==> src/hw/rtl/ripple_wave_propagate_unit_defines.svh <==
// Assertion macros used by the controller of the ripple wave propagate unit.
`ifndef RIPPLE_WAVE_PROPAGATE_UNIT_DEFINES_SVH
`define RIPPLE_WAVE_PROPAGATE_UNIT_DEFINES_SVH

// The consequent must hold in the same cycle as the antecedent.
`define RWP_ASSERT_SAME(lbl, ante, cons, msg) \
    lbl: assert property (@(posedge i_clk) disable iff (!i_rst_n) (ante) |-> (cons)) \
        else $error(msg);

// The consequent must hold in the cycle after the antecedent.
`define RWP_ASSERT_NEXT(lbl, ante, cons, msg) \
    lbl: assert property (@(posedge i_clk) disable iff (!i_rst_n) (ante) |=> (cons)) \
        else $error(msg);

`endif

==> src/hw/rtl/rwp_pkg.sv <==
// Shared constants, codes and types of the ripple wave propagate unit.
package rwp_pkg;

    localparam int MAX_WIDTH   = 256;
    localparam int MAX_HEIGHT  = 256;
    localparam int PLANE_CELLS = MAX_WIDTH * MAX_HEIGHT;
    localparam int ADDR_W      = $clog2(PLANE_CELLS);

    localparam int DIM_W      = 9;
    localparam int SHIFT_W    = 5;
    localparam int CELL_W     = 16;
    localparam int IDX_W      = 16;
    localparam int REQ_W      = 2;
    localparam int CFG_IDX_W  = 2;
    localparam int CFG_DATA_W = 9;
    localparam int PROD_W     = 2 * DIM_W;
    localparam int CARRY_W    = CELL_W + 1;
    localparam int SUM_W      = CELL_W + 4;
    localparam int VAL_W      = CELL_W + 3;

    localparam logic [REQ_W-1:0] REQ_ADVANCE = 2'd0;
    localparam logic [REQ_W-1:0] REQ_POKE    = 2'd1;
    localparam logic [REQ_W-1:0] REQ_READ    = 2'd2;

    localparam logic [CFG_IDX_W-1:0] CFG_GRID_WIDTH  = 2'd0;
    localparam logic [CFG_IDX_W-1:0] CFG_GRID_HEIGHT = 2'd1;
    localparam logic [CFG_IDX_W-1:0] CFG_DECAY_SHIFT = 2'd2;

    localparam logic [SHIFT_W-1:0] DECAY_SHIFT_RESET = 5'd4;

    localparam int UOP_W = 5;
    localparam logic [UOP_W-1:0] U_NOP   = 5'd0;
    localparam logic [UOP_W-1:0] U_CAP   = 5'd1;
    localparam logic [UOP_W-1:0] U_CLR   = 5'd2;
    localparam logic [UOP_W-1:0] U_INIT0 = 5'd3;
    localparam logic [UOP_W-1:0] U_INIT1 = 5'd4;
    localparam logic [UOP_W-1:0] U_INIT2 = 5'd5;
    localparam logic [UOP_W-1:0] U_ROW0  = 5'd6;
    localparam logic [UOP_W-1:0] U_ROW1  = 5'd7;
    localparam logic [UOP_W-1:0] U_ROW2  = 5'd8;
    localparam logic [UOP_W-1:0] U_ROW3  = 5'd9;
    localparam logic [UOP_W-1:0] U_ROW4  = 5'd10;
    localparam logic [UOP_W-1:0] U_SKIP  = 5'd11;
    localparam logic [UOP_W-1:0] U_C0    = 5'd12;
    localparam logic [UOP_W-1:0] U_C1    = 5'd13;
    localparam logic [UOP_W-1:0] U_C2    = 5'd14;
    localparam logic [UOP_W-1:0] U_C3    = 5'd15;
    localparam logic [UOP_W-1:0] U_C4    = 5'd16;
    localparam logic [UOP_W-1:0] U_C5    = 5'd17;
    localparam logic [UOP_W-1:0] U_PK0   = 5'd18;
    localparam logic [UOP_W-1:0] U_PK1   = 5'd19;
    localparam logic [UOP_W-1:0] U_RD0   = 5'd20;
    localparam logic [UOP_W-1:0] U_RD1   = 5'd21;
    localparam logic [UOP_W-1:0] U_FIN   = 5'd22;

    typedef struct packed {
        logic [UOP_W-1:0] uop;
    } t_dp_cmd;

    typedef struct packed {
        logic             adv_ok;
        logic             acc_ok;
        logic [REQ_W-1:0] req;
        logic             more_rows;
        logic             has_cells;
        logic             last_in_row;
        logic             clr_last;
    } t_dp_stat;

endpackage

==> src/hw/rtl/rwp_ctrl.sv <==
// Controller: sequences clearing, requests, the field sweep and the result handshake.
`include "ripple_wave_propagate_unit_defines.svh"
module rwp_ctrl (
    input  logic              i_clk,
    input  logic              i_rst_n,
    input  logic              i_in_valid,
    output logic              o_in_ready,
    output logic              o_out_valid,
    input  logic              i_out_ready,
    input  rwp_pkg::t_dp_stat i_stat,
    output rwp_pkg::t_dp_cmd  o_cmd
);
    import rwp_pkg::*;

    localparam int ST_W = 5;
    localparam logic [ST_W-1:0] S_CLR    = 5'd0;
    localparam logic [ST_W-1:0] S_IDLE   = 5'd1;
    localparam logic [ST_W-1:0] S_DISP   = 5'd2;
    localparam logic [ST_W-1:0] S_INIT0  = 5'd3;
    localparam logic [ST_W-1:0] S_INIT1  = 5'd4;
    localparam logic [ST_W-1:0] S_INIT2  = 5'd5;
    localparam logic [ST_W-1:0] S_ROWCHK = 5'd6;
    localparam logic [ST_W-1:0] S_ROW0   = 5'd7;
    localparam logic [ST_W-1:0] S_ROW1   = 5'd8;
    localparam logic [ST_W-1:0] S_ROW2   = 5'd9;
    localparam logic [ST_W-1:0] S_ROW3   = 5'd10;
    localparam logic [ST_W-1:0] S_ROW4   = 5'd11;
    localparam logic [ST_W-1:0] S_SKIP   = 5'd12;
    localparam logic [ST_W-1:0] S_C0     = 5'd13;
    localparam logic [ST_W-1:0] S_C1     = 5'd14;
    localparam logic [ST_W-1:0] S_C2     = 5'd15;
    localparam logic [ST_W-1:0] S_C3     = 5'd16;
    localparam logic [ST_W-1:0] S_C4     = 5'd17;
    localparam logic [ST_W-1:0] S_C5     = 5'd18;
    localparam logic [ST_W-1:0] S_PK0    = 5'd19;
    localparam logic [ST_W-1:0] S_PK1    = 5'd20;
    localparam logic [ST_W-1:0] S_RD0    = 5'd21;
    localparam logic [ST_W-1:0] S_RD1    = 5'd22;
    localparam logic [ST_W-1:0] S_FIN    = 5'd23;

    logic [ST_W-1:0] r_state;
    logic [ST_W-1:0] n_state;
    logic            r_out_valid;
    logic            n_out_valid;
    logic [UOP_W-1:0] uop;
    logic            out_free;

    assign out_free   = ~r_out_valid | i_out_ready;
    assign o_in_ready = (r_state == S_IDLE);

    always_comb begin
        n_state = r_state;
        uop     = U_NOP;
        case (r_state)
            S_CLR: begin
                uop = U_CLR;
                if (i_stat.clr_last) begin
                    n_state = S_IDLE;
                end
            end
            S_IDLE: begin
                if (i_in_valid) begin
                    uop     = U_CAP;
                    n_state = S_DISP;
                end
            end
            S_DISP: begin
                case (i_stat.req)
                    REQ_ADVANCE: n_state = i_stat.adv_ok ? S_INIT0 : S_FIN;
                    REQ_POKE:    n_state = i_stat.acc_ok ? S_PK0 : S_FIN;
                    REQ_READ:    n_state = i_stat.acc_ok ? S_RD0 : S_FIN;
                    default:     n_state = S_FIN;
                endcase
            end
            S_INIT0: begin
                uop     = U_INIT0;
                n_state = S_INIT1;
            end
            S_INIT1: begin
                uop     = U_INIT1;
                n_state = S_INIT2;
            end
            S_INIT2: begin
                uop     = U_INIT2;
                n_state = S_ROWCHK;
            end
            S_ROWCHK: begin
                n_state = i_stat.more_rows ? S_ROW0 : S_FIN;
            end
            S_ROW0: begin
                uop     = U_ROW0;
                n_state = S_ROW1;
            end
            S_ROW1: begin
                uop     = U_ROW1;
                n_state = S_ROW2;
            end
            S_ROW2: begin
                uop     = U_ROW2;
                n_state = S_ROW3;
            end
            S_ROW3: begin
                uop     = U_ROW3;
                n_state = S_ROW4;
            end
            S_ROW4: begin
                uop     = U_ROW4;
                n_state = i_stat.has_cells ? S_C0 : S_SKIP;
            end
            S_SKIP: begin
                uop     = U_SKIP;
                n_state = S_ROWCHK;
            end
            S_C0: begin
                uop     = U_C0;
                n_state = S_C1;
            end
            S_C1: begin
                uop     = U_C1;
                n_state = S_C2;
            end
            S_C2: begin
                uop     = U_C2;
                n_state = S_C3;
            end
            S_C3: begin
                uop     = U_C3;
                n_state = S_C4;
            end
            S_C4: begin
                uop     = U_C4;
                n_state = S_C5;
            end
            S_C5: begin
                uop     = U_C5;
                n_state = i_stat.last_in_row ? S_ROWCHK : S_C0;
            end
            S_PK0: begin
                uop     = U_PK0;
                n_state = S_PK1;
            end
            S_PK1: begin
                uop     = U_PK1;
                n_state = S_FIN;
            end
            S_RD0: begin
                uop     = U_RD0;
                n_state = S_RD1;
            end
            S_RD1: begin
                uop     = U_RD1;
                n_state = S_FIN;
            end
            S_FIN: begin
                if (out_free) begin
                    uop     = U_FIN;
                    n_state = S_IDLE;
                end
            end
            default: n_state = S_IDLE;
        endcase
    end

    always_comb begin
        n_out_valid = r_out_valid;
        if (r_state == S_FIN && out_free) begin
            n_out_valid = 1'b1;
        end else if (i_out_ready) begin
            n_out_valid = 1'b0;
        end
    end

    always_ff @(posedge i_clk) begin
        if (!i_rst_n) begin
            r_state     <= S_CLR;
            r_out_valid <= 1'b0;
        end else begin
            r_state     <= n_state;
            r_out_valid <= n_out_valid;
        end
    end

    assign o_cmd.uop   = uop;
    assign o_out_valid = r_out_valid;

    `RWP_ASSERT_NEXT(a_accept_dispatch, i_in_valid && o_in_ready, r_state == S_DISP, "accepted item not dispatched")
    `RWP_ASSERT_NEXT(a_result_from_fin, !r_out_valid && r_state != S_FIN, !r_out_valid, "result raised outside finish")
    `RWP_ASSERT_NEXT(a_cell_step, r_state == S_C5, r_state == S_C0 || r_state == S_ROWCHK, "bad step after cell write")
    `RWP_ASSERT_SAME(a_clear_quiet, r_state == S_CLR, !o_in_ready && !r_out_valid, "activity during clearing")
endmodule

==> config.mk <==
export PLATFORM = sky130hd
export DESIGN_NAME = rwp_ctrl
export DESIGN_NICKNAME = d
export VERILOG_FILES = /design/src/hw/rtl/rwp_pkg.sv /design/src/hw/rtl/rwp_ctrl.sv
export VERILOG_INCLUDE_DIRS = /design/src /design/src/hw/rtl
export SDC_FILE = /design/constraint.sdc
export NUM_CORES = 1
export LEC_CHECK = 0
export BUFFER_PORTS_ARGS = -buffer_cell sky130_fd_sc_hd__buf_4
export CAP_MARGIN = 20
export CORE_MARGIN = 5
export CORE_UTILIZATION = 30
export CTS_CLUSTER_DIAMETER = 50
export DETAILED_ROUTE_END_ITERATION = 8
export PLACE_DENSITY = 0.59
export SKIP_CTS_REPAIR_TIMING = 1
export SYNTH_ARGS = -nofsm -noshare
export SYNTH_HDL_FRONTEND = slang
export SYNTH_SLANG_ARGS = --single-unit
==> constraint.sdc <==
create_clock -name i_clk -period 2.2 [get_ports i_clk]
set_input_delay 0.55 -clock i_clk [delete_from_list [all_inputs] [get_ports i_clk]]
set_output_delay 0.55 -clock i_clk [all_outputs]
set_load 0.1 [all_outputs]
* Word level (Yosys, flattened, before mapping)
Cells that the tools add are included.
Word-level totals: input bits 12, flip-flop bits (word level) 6, word-level logic and storage cells 55
Operators by class: bitwise operators 2, muxes and demuxes 16, reduce and logical (&&, ||, !) cells 7, equal/unequal tests 28
Operators with widths (count):
- $pmux 5 s22 | 2
- $eq 5x4->1 const B | 8
- $eq 5x5->1 const B | 8
- $mux 5 | 6
- $eq 5x3->1 const B | 4
- $pmux 5 s3 | 1
- $eq 5x2->1 const B | 2
- $ne 2x2->1 const B | 3
- $eq 5x1->1 const B | 1
- $logic_not 5->1 | 1
- $mux 1 | 4
- $mux 4 | 1
- $reduce_or 2->1 | 2
- $mux 3 | 1
- $reduce_and 3->1 | 1
- $eq 2x1->1 const B | 1
- $eq 2x2->1 const B | 1
- $logic_not 2->1 | 1
- $mux 2 | 1
- $reduce_bool 2->1 | 1
- $logic_and 1x1->1 | 1
- $not 1->1 | 1
- $or 1x1->1 | 1

* Longest topological paths before layout
word-level depth 4, gate-level depth with buffers 6, mapped depth without buffers 6

* Least setup slack after synthesis
OpenSTA, ideal clock, no wires.
path type flip-flop to output port, from register r_out_valid (netlist: o_out_valid), to output port o_cmd[4] (netlist name), stages on the path, launching flop included 4, arrival 3.016 ns, path slack -1.366 ns, cells stage by stage dfxtp_1 > nand3b_1 > nor3_1 > nor3_1
RTL lines:
- start, declared | RTL line rwp_ctrl.sv:43 | logic r_out_valid;
- start signal, assigned | RTL line rwp_ctrl.sv:179 | r_out_valid <= n_out_valid;
- end, declared | RTL line rwp_ctrl.sv:11 | output rwp_pkg::t_dp_cmd o_cmd

==> impl_metrics.py <==
metrics = {
    "run_status": {
        "status": "complete, no violations",
    },
    "synth": {
        "yosysWarnings": 0,
        "ys_seq_area_share_pct": 14.7,
        "synth-async-reset-ratio_pct": 0,
        "netlist.area_leader.share_pct": 14.7,
        "ys_ff_latch": 6,
        "syn_inst": 111,
        "synthFlopType": "dfxtp_1",
        "synthesis.area_um2": 817,
        "yosys.area_share.adder_pct": 6.13,
        "synthMuxAreaShare_pct": 1.23,
        "synth_compound_area_share_pct": 36.9,
        "synth_edf_count": 0,
        "synth.avg_cell_area_um2": 7.36,
        "synth_top_family_by_area": "compound AO/OA/AOI/OAI gates",
        "synth_xor_area_share_pct": 1.07,
        "yosys.area_share.simple_pct": 28.0,
        "synthTopCellsByArea": "dfxtp_1 15%, ha_1 6.1%, a21oi_1 5.5%, nor3_1 4.9%, buf_2 3.7%",
        "synth_nets": 127,
        "yosys.area.top_type": "dfxtp_1",
        "synth_cell_types": 44,
    },
    "clock_tree": {
        "clk_pin_slew_ns": 0.04,
        "cts_tree": "built",
        "cts.sinks": 6,
        "cts_buffers": 3,
        "htreeDepth": 1,
        "cts_root_buf": "clkbuf_4",
        "clock_path_buffers": 2,
        "clock_latency_ns": 0.23,
    },
    "final_layout": {
        "final_cell_mix": "33 x buf_4, 8 x nor2_1, 8 x a21oi_1",
        "fin_cells": 169,
        "regArea_um2": 128,
        "multiInputGateArea_um2": 662,
        "layout_commonest_cell": "buf_4",
        "drive_above_1_share_pct": 43.5,
        "final_nets": 156,
        "filler_cell_count": 286,
        "n_antenna_cell": 0,
        "final_util_pct": 42.4,
        "area_growth_pct": 39.5,
    },
    "drt": {
        "first_pass_iters": 4,
        "wl_per_cell_um": 13.9,
        "drc_errors": 0,
        "dr_total_vias": 931,
        "viasPerCell": 5.51,
        "drtIter0Drc": 36,
        "drtAntennaViolNets": 0,
        "drt_wl_total_um": 2350,
    },
    "global_route": {
        "grt_pass1_vias": 946,
        "antenna_found_initial": 0,
        "grt_max_degree": 11,
        "grt-ovfl-total": 0,
        "grt_pass1_wl_um": 4130,
        "grtUsageTotal_pct": 12.7,
    },
    "power_and_ir_drop": {
        "ir_drop_uv": 271,
        "power_density_nw_per_um2": 346,
        "internal-power_mw": 0.240,
        "power_frac_comb_pct": 46.2,
        "power_switching_mw": 0.154,
        "power.total_mw": 0.395,
        "seq_power_share_pct": 30.2,
        "power_leakage_nw": 0.440,
        "p_sw_share_pct": 39.1,
        "pwr-share-clk_pct": 23.6,
    },
    "sta": {
        "setup_viol": 0,
        "whs_ns": 0.540,
        "skew_ns": 0.000364,
        "hold_violations": 0,
        "rsz0062_at_grt": "no",
        "min_period_ns": 2.13,
        "worstMarginPinSlew_ns": 0.397,
        "fmax_ghz": 0.470,
        "tns_ns": 0,
        "slew_headroom_pct": 72.9,
        "maxSlewViolCount": 0,
        "period_share_pct": 96.8,
    },
    "placement": {
        "hpwl_um": 1930,
        "io_buffers": 18,
        "dp_cells": 166,
        "gp_congestion": 0.850,
    },
    "die": {
        "fp.dieW_um": 62.2,
        "start_util_pct": 30.4,
        "die_y_um": 62.2,
        "dieArea_um2": 3870,
        "ioPinCount": 19,
        "placementRows": 19,
        "core-area_um2": 2690,
    },
    "critical_path": {
        "critPathSlowestCell": "dfxtp_2",
        "crit_type": "flop to output pin",
        "crit_required_ns": 1.65,
        "path_cells": "buf_4, nor3_2, mux2i_4, buf_4",
        "worst_setup_path_end_kind": "output pin",
        "critPathLaunchType": "flop",
        "path_max_fanout": 9,
        "cpMostUsedCell": "buf_4",
        "crit_path_max_incr_delay_ns": 0.36,
        "worstPathArrival_ns": 1.58,
    },
    "min_path": {
        "hp-class": "input pin to flop",
    },
    "job": {
        "max-cap-violations": 0,
    },
}
[through the flow]
step                area [µm²]  worst slack (ns)
global route              1140          0.000282
finish                    1140            0.0715
floorplan                  876          0.000352
CTS                       1120            -0.127
detailed placement        1100             0.109
global placement          1100             0.147
[synth_stat cells (2+ instances only)]
cell      n
a211oi_1  2
a31oi_1   3
o21a_1    2
buf_2     6
dfxtp_1   6
o21ai_0   5
buf_4     2
o21ai_1   6
a221oi_2  2
nor2b_1   2
o311ai_1  2
and3_1    2
inv_1     7
nor3_1    8
nand2_1   5
buf_6     2
a21oi_1   9
nand3_1   2
ha_1      4
nor2_1    8
nand2b_1  3
[flip-flops by register name, indices dropped and copies added, names as in the netlist]
signal	flops
r_state	5
o_out_valid	1
[metal layers]
metal,up-vias,global-route usage (%),share of wire (%)
li1,470,-,-
met1,433,15.2,42
met2,24,21.1,50
met3,4,2.70,5.7
met4,0,6.78,2.0
met5,-,0,0
[cell families after synthesis]
family / Yosys count
AND/OR/NAND/NOR: 38
XOR/XNOR: 1
multiplexers: 1
flip-flops: 6
adder cells (fa/ha/maj): 4
AO/OA/AOI/OAI: 43
buffers and inverters: 18
[power groups by stage]
| stage | sequential (mW) | clock [mW] | combinational (mW) |
|---|---|---|---|
| 3_5_place_dp | 0.121 | 0 | 0.182 |
| 6_report | 0.119 | 0.0932 | 0.182 |
| 5_1_grt | 0.120 | 0.104 | 0.195 |
| 4_1_cts | 0.119 | 0.0985 | 0.183 |
| 2_1_floorplan | 0.117 | 0 | 0.134 |
| 3_3_place_gp | 0.121 | 0 | 0.180 |
[worst paths after layout]
path | startpoint | endpoint | slack (ns) | cells after the start
max | r_state[2] | o_cmd[3] | 0.07 | 4
min | i_rst_n | r_state[2] | 0.54 | 2
max reg2reg | r_state[2] | r_state[0] | 0.75 | 5
min reg2reg | r_state[1] | r_state[1] | 0.64 | 3
[worst max-delay path, delay by kind of cell (launching register included)]
| kind | cells | cell delay [ns] |
|---|---|---|
| buffers and inverters | 2 | 0.48 |
| flip-flops | 1 | 0.36 |
| multiplexers | 1 | 0.27 |
| AND/OR/NAND/NOR | 1 | 0.23 |
[layout make-up]
type | instances | area share, %
multi-input cells | 87 | 58.1
repair buffers | 34 | 22.7
flip-flops and latches | 6 | 11.2
well taps | 31 | 3.40
inverters | 8 | 2.63
clock buffers | 3 | 1.98
(Power assumes the default switching activity.)
